==> config.mk <==
export PLATFORM = sky130hd
export DESIGN_NAME = json_token_lexer
export DESIGN_NICKNAME = d
export VERILOG_FILES = /design/src/sv/jtl_pkg.sv /design/src/sv/jtl_scan.sv /design/src/sv/jtl_queue.sv /design/src/sv/json_token_lexer.sv
export SDC_FILE = /design/constraint.sdc
export NUM_CORES = 1
export LEC_CHECK = 0
export ABC_CLOCK_PERIOD_IN_PS = 8750
export BUFFER_PORTS_ARGS = -buffer_cell sky130_fd_sc_hd__buf_2
export CAP_MARGIN = 20
export CORE_ASPECT_RATIO = 0.6
export CORE_MARGIN = 5
export CORE_UTILIZATION = 37
export DETAILED_ROUTE_END_ITERATION = 16
export GPL_ROUTABILITY_DRIVEN = 0
export MAX_ROUTING_LAYER = met4
export PLACE_DENSITY = 0.59
export RECOVER_POWER = 100
export SYNTH_ARGS = -nofsm -noshare
export SYNTH_HDL_FRONTEND = slang
export SYNTH_HIERARCHICAL = 1
export SYNTH_SLANG_ARGS = --single-unit
==> constraint.sdc <==
create_clock -name clk_i -period 8.75 [get_ports clk_i]
set_clock_uncertainty 0.15 [all_clocks]
set_input_delay 1.75 -clock clk_i [delete_from_list [all_inputs] [get_ports clk_i]]
set_output_delay 1.75 -clock clk_i [all_outputs]
set_load 0.005 [all_outputs]
==> src/sv/jtl_pkg.sv <==
package jtl_pkg;

  // Characters the lexer looks at
  localparam logic [7:0] CH_TAB       = 8'h09;
  localparam logic [7:0] CH_NL        = 8'h0A;
  localparam logic [7:0] CH_SPACE     = 8'h20;
  localparam logic [7:0] CH_QUOTE     = 8'h22;
  localparam logic [7:0] CH_STAR      = 8'h2A;
  localparam logic [7:0] CH_COMMA     = 8'h2C;
  localparam logic [7:0] CH_MINUS     = 8'h2D;
  localparam logic [7:0] CH_DOT       = 8'h2E;
  localparam logic [7:0] CH_SLASH     = 8'h2F;
  localparam logic [7:0] CH_0         = 8'h30;
  localparam logic [7:0] CH_9         = 8'h39;
  localparam logic [7:0] CH_COLON     = 8'h3A;
  localparam logic [7:0] CH_LBRACK    = 8'h5B;
  localparam logic [7:0] CH_BACKSLASH = 8'h5C;
  localparam logic [7:0] CH_RBRACK    = 8'h5D;
  localparam logic [7:0] CH_LBRACE    = 8'h7B;
  localparam logic [7:0] CH_RBRACE    = 8'h7D;
  localparam logic [7:0] CH_A         = 8'h61;
  localparam logic [7:0] CH_E         = 8'h65;
  localparam logic [7:0] CH_F         = 8'h66;
  localparam logic [7:0] CH_L         = 8'h6C;
  localparam logic [7:0] CH_N         = 8'h6E;
  localparam logic [7:0] CH_R         = 8'h72;
  localparam logic [7:0] CH_S         = 8'h73;
  localparam logic [7:0] CH_T         = 8'h74;
  localparam logic [7:0] CH_U         = 8'h75;

  // Keyword selects
  localparam logic [1:0] KW_TRUE  = 2'd0;
  localparam logic [1:0] KW_FALSE = 2'd1;
  localparam logic [1:0] KW_NULL  = 2'd2;

  // Result queue
  localparam int unsigned QDepth = 4;
  localparam int unsigned QPtrW  = $clog2(QDepth);

  typedef enum logic [2:0] {
    ST_TOKEN        = 3'd0,
    ST_END          = 3'd1,
    ST_BAD_NUMBER   = 3'd2,
    ST_OPEN_COMMENT = 3'd3,
    ST_BAD_STRING   = 3'd4,
    ST_UNKNOWN      = 3'd5
  } status_e;

  typedef enum logic [3:0] {
    K_LBRACK = 4'd0,
    K_RBRACK = 4'd1,
    K_LBRACE = 4'd2,
    K_RBRACE = 4'd3,
    K_COMMA  = 4'd4,
    K_COLON  = 4'd5,
    K_STRING = 4'd6,
    K_INT    = 4'd7,
    K_REAL   = 4'd8,
    K_TRUE   = 4'd9,
    K_FALSE  = 4'd10,
    K_NULL   = 4'd11
  } token_kind_e;

  typedef enum logic [3:0] {
    S_IDLE, S_SLASH, S_LINE, S_BLOCK, S_BSTAR, S_STRING, S_KEYWORD,
    S_NMINUS, S_NZERO, S_NINT, S_NDOT, S_NFRAC
  } scan_state_e;

  typedef enum logic [3:0] {
    C_SPACE, C_SLASH, C_SINGLE, C_QUOTE, C_MINUS, C_ZERO, C_DIGIT, C_KEYWORD,
    C_OTHER
  } byte_class_e;

  typedef struct packed {
    byte_class_e cls;
    token_kind_e kind;
    logic [1:0]  kw_sel;
  } byte_class_t;

  typedef struct packed {
    status_e     status;
    token_kind_e kind;
    logic [15:0] start;
    logic [15:0] len;
  } result_t;

  // Up to two results per beat, first slot filled first
  typedef struct packed {
    logic    first;
    logic    second;
    result_t r0;
    result_t r1;
  } qpush_t;

  function automatic byte_class_t jtl_classify(input logic [7:0] c);
    byte_class_t r;
    r.cls    = C_OTHER;
    r.kind   = K_LBRACK;
    r.kw_sel = KW_TRUE;
    unique case (c)
      CH_SPACE, CH_TAB, CH_NL: r.cls = C_SPACE;
      CH_SLASH:  r.cls = C_SLASH;
      CH_LBRACK: begin r.cls = C_SINGLE; r.kind = K_LBRACK; end
      CH_RBRACK: begin r.cls = C_SINGLE; r.kind = K_RBRACK; end
      CH_LBRACE: begin r.cls = C_SINGLE; r.kind = K_LBRACE; end
      CH_RBRACE: begin r.cls = C_SINGLE; r.kind = K_RBRACE; end
      CH_COMMA:  begin r.cls = C_SINGLE; r.kind = K_COMMA; end
      CH_COLON:  begin r.cls = C_SINGLE; r.kind = K_COLON; end
      CH_QUOTE:  r.cls = C_QUOTE;
      CH_MINUS:  r.cls = C_MINUS;
      CH_0:      r.cls = C_ZERO;
      CH_T:      begin r.cls = C_KEYWORD; r.kw_sel = KW_TRUE; end
      CH_F:      begin r.cls = C_KEYWORD; r.kw_sel = KW_FALSE; end
      CH_N:      begin r.cls = C_KEYWORD; r.kw_sel = KW_NULL; end
      default: begin
        if (c > CH_0 && c <= CH_9) r.cls = C_DIGIT;
      end
    endcase
    return r;
  endfunction

  function automatic logic [7:0] jtl_kw_char(input logic [1:0] sel, input logic [2:0] k);
    logic [7:0] ch;
    ch = 8'h00;
    unique case (sel)
      KW_FALSE: begin
        unique case (k)
          3'd0: ch = CH_F;
          3'd1: ch = CH_A;
          3'd2: ch = CH_L;
          3'd3: ch = CH_S;
          3'd4: ch = CH_E;
          default: ch = 8'h00;
        endcase
      end
      KW_NULL: begin
        unique case (k)
          3'd0: ch = CH_N;
          3'd1: ch = CH_U;
          3'd2: ch = CH_L;
          3'd3: ch = CH_L;
          default: ch = 8'h00;
        endcase
      end
      default: begin
        unique case (k)
          3'd0: ch = CH_T;
          3'd1: ch = CH_R;
          3'd2: ch = CH_U;
          3'd3: ch = CH_E;
          default: ch = 8'h00;
        endcase
      end
    endcase
    return ch;
  endfunction

  function automatic logic [2:0] jtl_kw_len(input logic [1:0] sel);
    return (sel == KW_FALSE) ? 3'd5 : 3'd4;
  endfunction

endpackage

==> src/sv/jtl_scan.sv <==
module jtl_scan
  import jtl_pkg::*;
#(
  parameter int unsigned OFFSET_BITS = 16
) (
  input  logic       clk_i,
  input  logic       rst_ni,
  input  logic       acc_i,
  input  logic [7:0] byte_i,
  input  logic       eot_i,
  output qpush_t     push_o
);

  localparam logic [OFFSET_BITS-1:0] OffMax = '1;

  scan_state_e            state_q, state_d;
  logic [1:0]             kw_sel_q, kw_sel_d;
  logic [2:0]             kw_prog_q, kw_prog_d;
  logic                   bslash_q, bslash_d;
  logic [OFFSET_BITS-1:0] off_q, off_d;
  logic [OFFSET_BITS-1:0] start_q, start_d;
  logic                   err_q, err_d;

  byte_class_t            cls;
  logic                   is_dig;
  logic                   kw_hit, kw_last;
  logic [2:0]             kw_prog_inc;
  logic [OFFSET_BITS-1:0] inc_pos, span_here, span_incl, span_one;
  logic                   redo;
  result_t                res_a, res_b, res_e;
  logic                   a_vld, b_vld;
  logic                   live;
  token_kind_e            kw_kind;

  function automatic logic [15:0] clip16(input logic [OFFSET_BITS-1:0] v);
    logic [32:0] wide;
    wide = 33'(v);
    return (wide > 33'h0FFFF) ? 16'hFFFF : wide[15:0];
  endfunction

  function automatic result_t mk_tok(input token_kind_e k, input logic [OFFSET_BITS-1:0] s,
                                     input logic [OFFSET_BITS-1:0] l);
    result_t r;
    r.status = ST_TOKEN;
    r.kind   = k;
    r.start  = clip16(s);
    r.len    = clip16(l);
    return r;
  endfunction

  function automatic result_t mk_err(input status_e st, input logic [OFFSET_BITS-1:0] s);
    result_t r;
    r.status = st;
    r.kind   = K_LBRACK;
    r.start  = clip16(s);
    r.len    = 16'd0;
    return r;
  endfunction

  assign cls         = jtl_classify(byte_i);
  assign is_dig      = (byte_i >= CH_0) && (byte_i <= CH_9);
  assign inc_pos     = (off_q == OffMax) ? off_q : off_q + OFFSET_BITS'(1);
  assign span_here   = off_q - start_q;
  assign span_incl   = inc_pos - start_q;
  assign span_one    = inc_pos - off_q;
  assign kw_prog_inc = kw_prog_q + 3'd1;
  assign kw_hit      = (kw_prog_q < jtl_kw_len(kw_sel_q))
                       && (jtl_kw_char(kw_sel_q, kw_prog_q) == byte_i);
  assign kw_last     = kw_hit && (kw_prog_inc == jtl_kw_len(kw_sel_q));
  assign kw_kind     = (kw_sel_q == KW_FALSE) ? K_FALSE :
                       (kw_sel_q == KW_NULL)  ? K_NULL  : K_TRUE;

  // Decode: result of the current construct, and whether the byte restarts from idle
  always_comb begin
    res_a = mk_err(ST_UNKNOWN, start_q);
    a_vld = 1'b0;
    redo  = 1'b0;
    if (eot_i) begin
      unique case (state_q)
        S_NZERO, S_NINT: begin res_a = mk_tok(K_INT, start_q, span_here); a_vld = 1'b1; end
        S_NFRAC: begin res_a = mk_tok(K_REAL, start_q, span_here); a_vld = 1'b1; end
        S_NMINUS, S_NDOT: begin res_a = mk_err(ST_BAD_NUMBER, start_q); a_vld = 1'b1; end
        S_BLOCK, S_BSTAR: begin res_a = mk_err(ST_OPEN_COMMENT, start_q); a_vld = 1'b1; end
        S_STRING: begin res_a = mk_err(ST_BAD_STRING, start_q); a_vld = 1'b1; end
        S_SLASH, S_KEYWORD: begin res_a = mk_err(ST_UNKNOWN, start_q); a_vld = 1'b1; end
        default: a_vld = 1'b0;
      endcase
    end else begin
      unique case (state_q)
        S_IDLE: redo = 1'b1;
        S_SLASH: a_vld = (byte_i != CH_SLASH) && (byte_i != CH_STAR);
        S_STRING: begin
          res_a = mk_tok(K_STRING, start_q, span_incl);
          a_vld = (byte_i == CH_QUOTE) && !bslash_q;
        end
        S_KEYWORD: begin
          if (!kw_hit) begin
            a_vld = 1'b1;
          end else if (kw_last) begin
            res_a = mk_tok(kw_kind, start_q, span_incl);
            a_vld = 1'b1;
          end
        end
        S_NMINUS, S_NDOT: begin
          res_a = mk_err(ST_BAD_NUMBER, start_q);
          a_vld = !is_dig;
        end
        S_NZERO: begin
          res_a = mk_tok(K_INT, start_q, span_here);
          a_vld = (byte_i != CH_DOT);
          redo  = a_vld;
        end
        S_NINT: begin
          res_a = mk_tok(K_INT, start_q, span_here);
          a_vld = (byte_i != CH_DOT) && !is_dig;
          redo  = a_vld;
        end
        S_NFRAC: begin
          res_a = mk_tok(K_REAL, start_q, span_here);
          a_vld = !is_dig;
          redo  = a_vld;
        end
        default: a_vld = 1'b0;
      endcase
    end
  end

  // Next state
  always_comb begin
    state_d   = state_q;
    kw_sel_d  = kw_sel_q;
    kw_prog_d = kw_prog_q;
    bslash_d  = bslash_q;
    off_d     = off_q;
    start_d   = start_q;
    err_d     = err_q;
    if (acc_i) begin
      if (eot_i) begin
        state_d   = S_IDLE;
        kw_sel_d  = KW_TRUE;
        kw_prog_d = 3'd0;
        bslash_d  = 1'b0;
        off_d     = '0;
        start_d   = '0;
        err_d     = 1'b0;
      end else begin
        off_d = inc_pos;
        if (!err_q) begin
          unique case (state_q)
            S_SLASH: begin
              if (byte_i == CH_SLASH) state_d = S_LINE;
              else if (byte_i == CH_STAR) state_d = S_BLOCK;
              else begin state_d = S_IDLE; err_d = 1'b1; end
            end
            S_LINE: if (byte_i == CH_NL) state_d = S_IDLE;
            S_BLOCK: if (byte_i == CH_STAR) state_d = S_BSTAR;
            S_BSTAR: begin
              if (byte_i == CH_SLASH) state_d = S_IDLE;
              else if (byte_i != CH_STAR) state_d = S_BLOCK;
            end
            S_STRING: begin
              if (byte_i == CH_QUOTE && !bslash_q) state_d = S_IDLE;
              bslash_d = (byte_i == CH_BACKSLASH);
            end
            S_KEYWORD: begin
              if (!kw_hit) begin
                state_d = S_IDLE;
                err_d   = 1'b1;
              end else if (kw_last) begin
                state_d   = S_IDLE;
                kw_prog_d = 3'd0;
              end else begin
                kw_prog_d = kw_prog_inc;
              end
            end
            S_NMINUS: begin
              if (byte_i == CH_0) state_d = S_NZERO;
              else if (is_dig) state_d = S_NINT;
              else begin state_d = S_IDLE; err_d = 1'b1; end
            end
            S_NZERO, S_NINT: if (byte_i == CH_DOT) state_d = S_NDOT;
            S_NDOT: begin
              if (is_dig) state_d = S_NFRAC;
              else begin state_d = S_IDLE; err_d = 1'b1; end
            end
            default: state_d = state_q;
          endcase
          // Lex the byte from scratch: idle, or a number ended by it
          if (redo) begin
            start_d = off_q;
            unique case (cls.cls)
              C_SLASH: state_d = S_SLASH;
              C_QUOTE: begin state_d = S_STRING; bslash_d = 1'b0; end
              C_MINUS: state_d = S_NMINUS;
              C_ZERO:  state_d = S_NZERO;
              C_DIGIT: state_d = S_NINT;
              C_KEYWORD: begin
                state_d   = S_KEYWORD;
                kw_sel_d  = cls.kw_sel;
                kw_prog_d = 3'd1;
              end
              C_OTHER: begin state_d = S_IDLE; err_d = 1'b1; end
              default: state_d = S_IDLE;
            endcase
          end
        end
      end
    end
  end

  // Outputs: results pushed into the queue for this beat
  always_comb begin
    live  = acc_i && !err_q;
    res_b = mk_tok(cls.kind, off_q, span_one);
    b_vld = 1'b0;
    if (cls.cls == C_SINGLE) begin
      b_vld = 1'b1;
    end else if (cls.cls == C_OTHER) begin
      res_b = mk_err(ST_UNKNOWN, off_q);
      b_vld = 1'b1;
    end
    res_e = mk_err(ST_END, off_q);

    push_o.first  = (live && a_vld) || (live && redo && b_vld) || (acc_i && eot_i);
    push_o.second = live && a_vld && ((redo && b_vld) || eot_i);
    push_o.r0     = (live && a_vld) ? res_a : (eot_i ? res_e : res_b);
    push_o.r1     = eot_i ? res_e : res_b;
  end

  always_ff @(posedge clk_i or negedge rst_ni) begin
    if (!rst_ni) begin
      state_q   <= S_IDLE;
      kw_sel_q  <= KW_TRUE;
      kw_prog_q <= 3'd0;
      bslash_q  <= 1'b0;
      off_q     <= '0;
      start_q   <= '0;
      err_q     <= 1'b0;
    end else begin
      state_q   <= state_d;
      kw_sel_q  <= kw_sel_d;
      kw_prog_q <= kw_prog_d;
      bslash_q  <= bslash_d;
      off_q     <= off_d;
      start_q   <= start_d;
      err_q     <= err_d;
    end
  end

endmodule

==> src/sv/jtl_queue.sv <==
module jtl_queue
  import jtl_pkg::*;
(
  input  logic    clk_i,
  input  logic    rst_ni,
  input  qpush_t  push_i,
  input  logic    pop_i,
  output result_t head_o,
  output logic    valid_o,
  output logic    room_o
);

  result_t          mem_q [QDepth];
  logic [QPtrW-1:0] wr_q, wr_d, rd_q, rd_d, wr_nxt;
  logic [QPtrW:0]   cnt_q, cnt_d;
  logic [1:0]       n_push;

  assign n_push  = {1'b0, push_i.first} + {1'b0, push_i.second};
  assign wr_nxt  = wr_q + QPtrW'(1);
  assign wr_d    = wr_q + QPtrW'(n_push);
  assign rd_d    = rd_q + QPtrW'(pop_i);
  assign cnt_d   = cnt_q + (QPtrW+1)'(n_push) - (QPtrW+1)'(pop_i);
  assign head_o  = mem_q[rd_q];
  assign valid_o = (cnt_q != '0);
  // Take a beat only with space for its two possible results
  assign room_o  = (cnt_q <= (QPtrW+1)'(QDepth - 2));

  always_ff @(posedge clk_i or negedge rst_ni) begin
    if (!rst_ni) begin
      wr_q  <= '0;
      rd_q  <= '0;
      cnt_q <= '0;
    end else begin
      wr_q  <= wr_d;
      rd_q  <= rd_d;
      cnt_q <= cnt_d;
    end
  end

  always_ff @(posedge clk_i) begin
    if (push_i.first) mem_q[wr_q] <= push_i.r0;
    if (push_i.second) mem_q[wr_nxt] <= push_i.r1;
  end

endmodule

==> src/sv/json_token_lexer.sv <==
// JSON token lexer: takes one text byte per beat (tlast marks the end-of-text beat, whose
// data byte is ignored) and emits tokens with kind, start offset and length, skipping
// white space and line or block comments. It sustains one byte per cycle; the scanner
// turns each byte into at most two results in the cycle it is accepted, and they are
// written into a four-entry result queue that feeds the output. The input stalls only
// while fewer than two queue entries are free, i.e. when the output side is held off.
// A byte that ends a number and is itself a token or an error gives two results, as does
// end of text after an open construct. After an error no results appear until the end of
// text beat, which always reports the byte count and restarts the offset at zero.
module json_token_lexer
  import jtl_pkg::*;
#(
  parameter int unsigned OFFSET_BITS = 16
) (
  input  logic        clk_i,
  input  logic        rst_ni,
  input  logic        s_axis_tvalid_i,
  output logic        s_axis_tready_o,
  input  logic [7:0]  s_axis_tdata_i,   // [7:0] text_byte
  input  logic        s_axis_tlast_i,   // end_of_text
  output logic        m_axis_tvalid_o,
  input  logic        m_axis_tready_i,
  output logic [39:0] m_axis_tdata_o,   // [3:0] token_kind, [19:4] start_offset,
                                        // [35:20] token_length, [39:36] zero
  output logic [2:0]  m_axis_tuser_o    // [2:0] status
);

  logic    in_acc;
  logic    out_pop;
  logic    room;
  qpush_t  push;
  result_t head;

  assign in_acc          = s_axis_tvalid_i && s_axis_tready_o;
  assign out_pop         = m_axis_tvalid_o && m_axis_tready_i;
  assign s_axis_tready_o = room;

  jtl_scan #(
    .OFFSET_BITS(OFFSET_BITS)
  ) u_scan (
    .clk_i  (clk_i),
    .rst_ni (rst_ni),
    .acc_i  (in_acc),
    .byte_i (s_axis_tdata_i),
    .eot_i  (s_axis_tlast_i),
    .push_o (push)
  );

  jtl_queue u_queue (
    .clk_i   (clk_i),
    .rst_ni  (rst_ni),
    .push_i  (push),
    .pop_i   (out_pop),
    .head_o  (head),
    .valid_o (m_axis_tvalid_o),
    .room_o  (room)
  );

  assign m_axis_tdata_o = {4'd0, head.len, head.start, head.kind};
  assign m_axis_tuser_o = head.status;

  a_push_needs_beat: assert property (@(posedge clk_i) disable iff (!rst_ni)
    !in_acc |-> !push.first)
    else $error("result pushed without an accepted beat");

  a_end_reported: assert property (@(posedge clk_i) disable iff (!rst_ni)
    in_acc && s_axis_tlast_i |->
      (push.second ? push.r1.status == ST_END : push.first && push.r0.status == ST_END))
    else $error("end of text beat did not end with an end result");

  a_error_fields_zero: assert property (@(posedge clk_i) disable iff (!rst_ni)
    m_axis_tvalid_o && head.status != ST_TOKEN |->
      head.kind == K_LBRACK && head.len == 16'd0)
    else $error("non-token result carries kind or length");

endmodule

==> metrics.csv <==
stage;metric;value;unit
timing;timing.slew.headroom;-100;%
layout;drive_above_1_share;22.4;%
worst_setup_path;setup_slack_on_the_worst_flop_to_flop_path;2.16;ns
worst_setup_path;worstReg2RegStart;u_queue/cnt_q[0];
die;die_area;43100;sq um
timing;min_period_over_period;82.8;%
yosys;yosys.area.top_type;sky130_fd_sc_hd__edfxtp_1;
layout;insertedDiodeCount;0;
drt;routed_length_per_placed_instance;22.0;um
worst_setup_path;timing.setup.critical_path_class;input port to register;
outcome;run_status;finished with violations;
die;num_io_pins;58;
timing;final.hold.worst_slack;0.349;ns
global_route;global_route.usage.total;18.9;%
die;floorplan.rows;56;
timing;slew_viols_final;185;
clock_network;cts-htree-levels;1;
placed_design;dpl-instance-area;15200;sq um
die;dieWidth;265;um
global_route;number_of_global_route_vias_before_repair;10266;
layout;nets;1395;
timing;final_hold_vio_count;0;
placed_design;post-place-cells;1817;
clock_network;clock_latency;0.53;ns
clock_network;cts.root.buffer_cell;sky130_fd_sc_hd__clkbuf_16;
timing;final_critical_path_setup_slack;1.51;ns
placed_design;dpl.hpwl;28.2;mm
timing;finalCriticalPeriod;7.24;ns
worst_setup_path;worstSetupEndpointType;register;
drt;drt_iter0_markers;1364;
drt;post-route-drc-count;0;
timing;grt_setup_unrepaired;no;
drt;num_vias;10867;
die;chip_height;163;um
global_route;grt_antenna_before_repair;0;
die;core;38700;sq um
yosys;yosys-top-cells-area;sky130_fd_sc_hd__edfxtp_1 33%, sky130_fd_sc_hd__mux2_2 13%, sky130_fd_sc_hd__dfrtp_1 8.7%, sky130_fd_sc_hd__mux4_2 6.1%, sky130_fd_sc_hd__ha_1 5.2%;
clock_network;path_clk_slew;0.06;ns
yosys;ffs_w_async_s_r_synth;24.3;%
yosys;ys_seq_elements;206;
drt;drtAntennaViolNets;0;
global_route;grt_overflow;0;
layout;areaGrowthSynthToFinish;9.15;%
timing;max_slew.worst_pin.slew;3.00;ns
power;power.static_leakage;5.81;nW
yosys;synth_warnings;6;
worst_setup_path;worst-endpoint-required;8.74;ns
yosys;synth_ff_type;sky130_fd_sc_hd__edfxtp_1;
yosys;synth_edf_count;156;
layout;layout.cells.non_filler;1854;
clock_network;numCtsBuffers;21;
drt;detail_route.first_pass.iterations;6;
worst_hold_path;hp-class;register to register;
die;initial_core_util;37.2;%
layout;design_area;15700;sq um
yosys;netlist_area;14400;sq um
placed_design;io_buffer_count;53;
global_route;grt_start_max_net_pins;66;
yosys;synth.lib_cells_used.distinct;91;
yosys;synth.top_cell.area_share;32.5;%
clock_network;numClockSinks;206;
worst_hold_path;worstHoldStart;u_queue/cnt_q[2];
clock_network;hold_buffers;0;
worst_setup_path;cp.arrival;7.23;ns
global_route;grt_first_pass_wirelength;62.5;mm
yosys;synth_area_per_cell;11.2;sq um
worst_setup_path;startpoint_type;input port;
clock_network;cts_max_path_buffers;3;
placed_design;setup_ws_pre_cts;2.31;ns
worst_setup_path;critical_path_peak_fanout;31;
timing;setup_viol;0;
worst_setup_path;worst_setup_path_startpoint;s_axis_tvalid_i;
drt;route.detailed.vias_per_inst;5.86;
timing;setup_tns;0;ns
layout;n_fill_cell;3761;
yosys;synthCells;1290;
outcome;violations;max-capacitance violations, max-slew violations;
drt;final_wl;40.9;mm
clock_network;post_cts_resize_count;0;
clock_network;tritoncts;built;
yosys;synth_seq_area_share;41.2;%
power;worst_ir_drop_vdd;0.133;mV
job;max-cap-violations;5;
clock_network;post-cts-setup-buffer-count;0;
power;power.density_cell_area;344;nW/um^2
timing;fmax;0.138;GHz
final cells by class:
type                    count  area [sq um]  area share (%)
multi-input cells         955          7890            50.2
repair buffers             72           344            2.19
inverters                  62           233            1.48
well taps                 522           653            4.16
clock buffers              28           592            3.77
clock inverters             9          67.6           0.430
flip-flops and latches    206          5940            37.8
Yosys cell counts (all sizes together) (5+ instances only):
cell / count
a211oi: 7
a21o: 7
a21oi: 72
a22o: 27
a22oi: 8
a31oi: 10
and2: 9
and3: 17
buf: 43
clkbuf: 28
dfrtp: 50
edfxtp: 156
ha: 60
inv: 61
mux2: 172
mux2i: 6
mux4: 39
nand2: 68
nand2b: 14
nand3: 28
nand3b: 6
nor2: 76
nor2b: 24
nor3: 17
nor3b: 8
nor4: 11
o211ai: 6
o21a: 17
o21ai: 70
o22ai: 11
o2bb2ai: 5
o31ai: 7
or2: 9
or3: 16
or4: 5
xnor2: 37
xor2: 14
placed cells by master (no fill, tap or decap), drive strengths merged, types with 5 or more instances in the layout:
| cell type | instances |
|---|---|
| o21ai | 70 |
| edfxtp | 156 |
| mux2 | 172 |
| o211ai | 6 |
| and2 | 9 |
| nor3b | 8 |
| clkinv | 8 |
| or4 | 5 |
| nor4 | 11 |
| or2 | 9 |
| a21oi | 72 |
| nor2 | 76 |
| a22oi | 8 |
| o31ai | 7 |
| or3 | 16 |
| nand2b | 14 |
| ha | 60 |
| nor3 | 17 |
| o22ai | 11 |
| dfrtp | 50 |
| a22o | 27 |
| and3 | 17 |
| xnor2 | 37 |
| buf | 35 |
| a21o | 7 |
| nand2 | 68 |
| o21a | 17 |
| inv | 62 |
| nor2b | 24 |
| mux2i | 6 |
| a31oi | 10 |
| mux4 | 39 |
| o2bb2ai | 5 |
| a211oi | 7 |
| clkbuf | 65 |
| nand3 | 28 |
| nand3b | 6 |
| conb | 6 |
| xor2 | 14 |
per-stage QoR:
| stage | total power [mW] | util (%) |
|---|---|---|
| final | 5.41 | 40.6 |
| after CTS | 5.42 | 40.8 |
| after floorplan | 3.64 | - |
| after detailed placement | 4.51 | 39.1 |
| after global routing | 5.77 | 40.6 |
| after global placement | 4.47 | 39.1 |
path summary, 6_finish.rpt:
path / to / depth (start not counted)
setup reg to reg: u_queue/mem_q[0][10] / 10
max in group asynchronous: u_queue/rd_q[1] / 2
min in group asynchronous: u_queue/cnt_q[2] / 2
hold / removal: u_queue/cnt_q[2] / 1
setup / recovery: u_queue/mem_q[0][10] / 10
hold reg to reg: u_queue/cnt_q[2] / 1
report_power, final:
part | switching [mW] | internal [mW]
Clock | 0.385 | 0.503
Combinational | 1.68 | 1.26
Sequential | 0.203 | 1.37
state kept, by name (all words and copies together) (netlist names):
| register | cells |
|---|---|
| u_scan/bslash_q | 1 |
| u_scan/err_q | 1 |
| u_scan/start_q | 16 |
| u_scan/kw_sel_q | 2 |
| u_scan/kw_prog_q | 3 |
| u_queue/wr_q | 2 |
| u_queue/cnt_q | 3 |
| u_queue/rd_q | 2 |
| u_queue/mem_q | 156 |
| u_scan/off_q | 16 |
| u_scan/state_q | 4 |
critical path, cell delays in order:
cell                       delay, ns
sky130_fd_sc_hd__buf_2          0.08
sky130_fd_sc_hd__and2_1         0.11
sky130_fd_sc_hd__clkbuf_1       1.21
sky130_fd_sc_hd__a21boi_0       0.90
sky130_fd_sc_hd__nand2_1        0.77
sky130_fd_sc_hd__a21oi_1        0.32
sky130_fd_sc_hd__or2_2          0.17
sky130_fd_sc_hd__nand2b_1       0.15
sky130_fd_sc_hd__o21ai_4        0.76
sky130_fd_sc_hd__clkbuf_1       0.98
per-layer routing:
metal	GRT usage, %	wire length [um]
met1	31.1	21300
met5	-	0
met3	3.61	3530
met4	2.26	411
met2	24.1	15600
kinds of logic after synthesis:
logic type	synth area share [%]
other	0.0522
AO/OA/AOI/OAI	13.9
multiplexers	20.0
buffers and inverters	4.22
flip-flops	41.2
AND/OR/NAND/NOR	11.8
adder cells (fa/ha/maj)	5.77
XOR/XNOR	3.10
(Power assumes the default switching activity.)
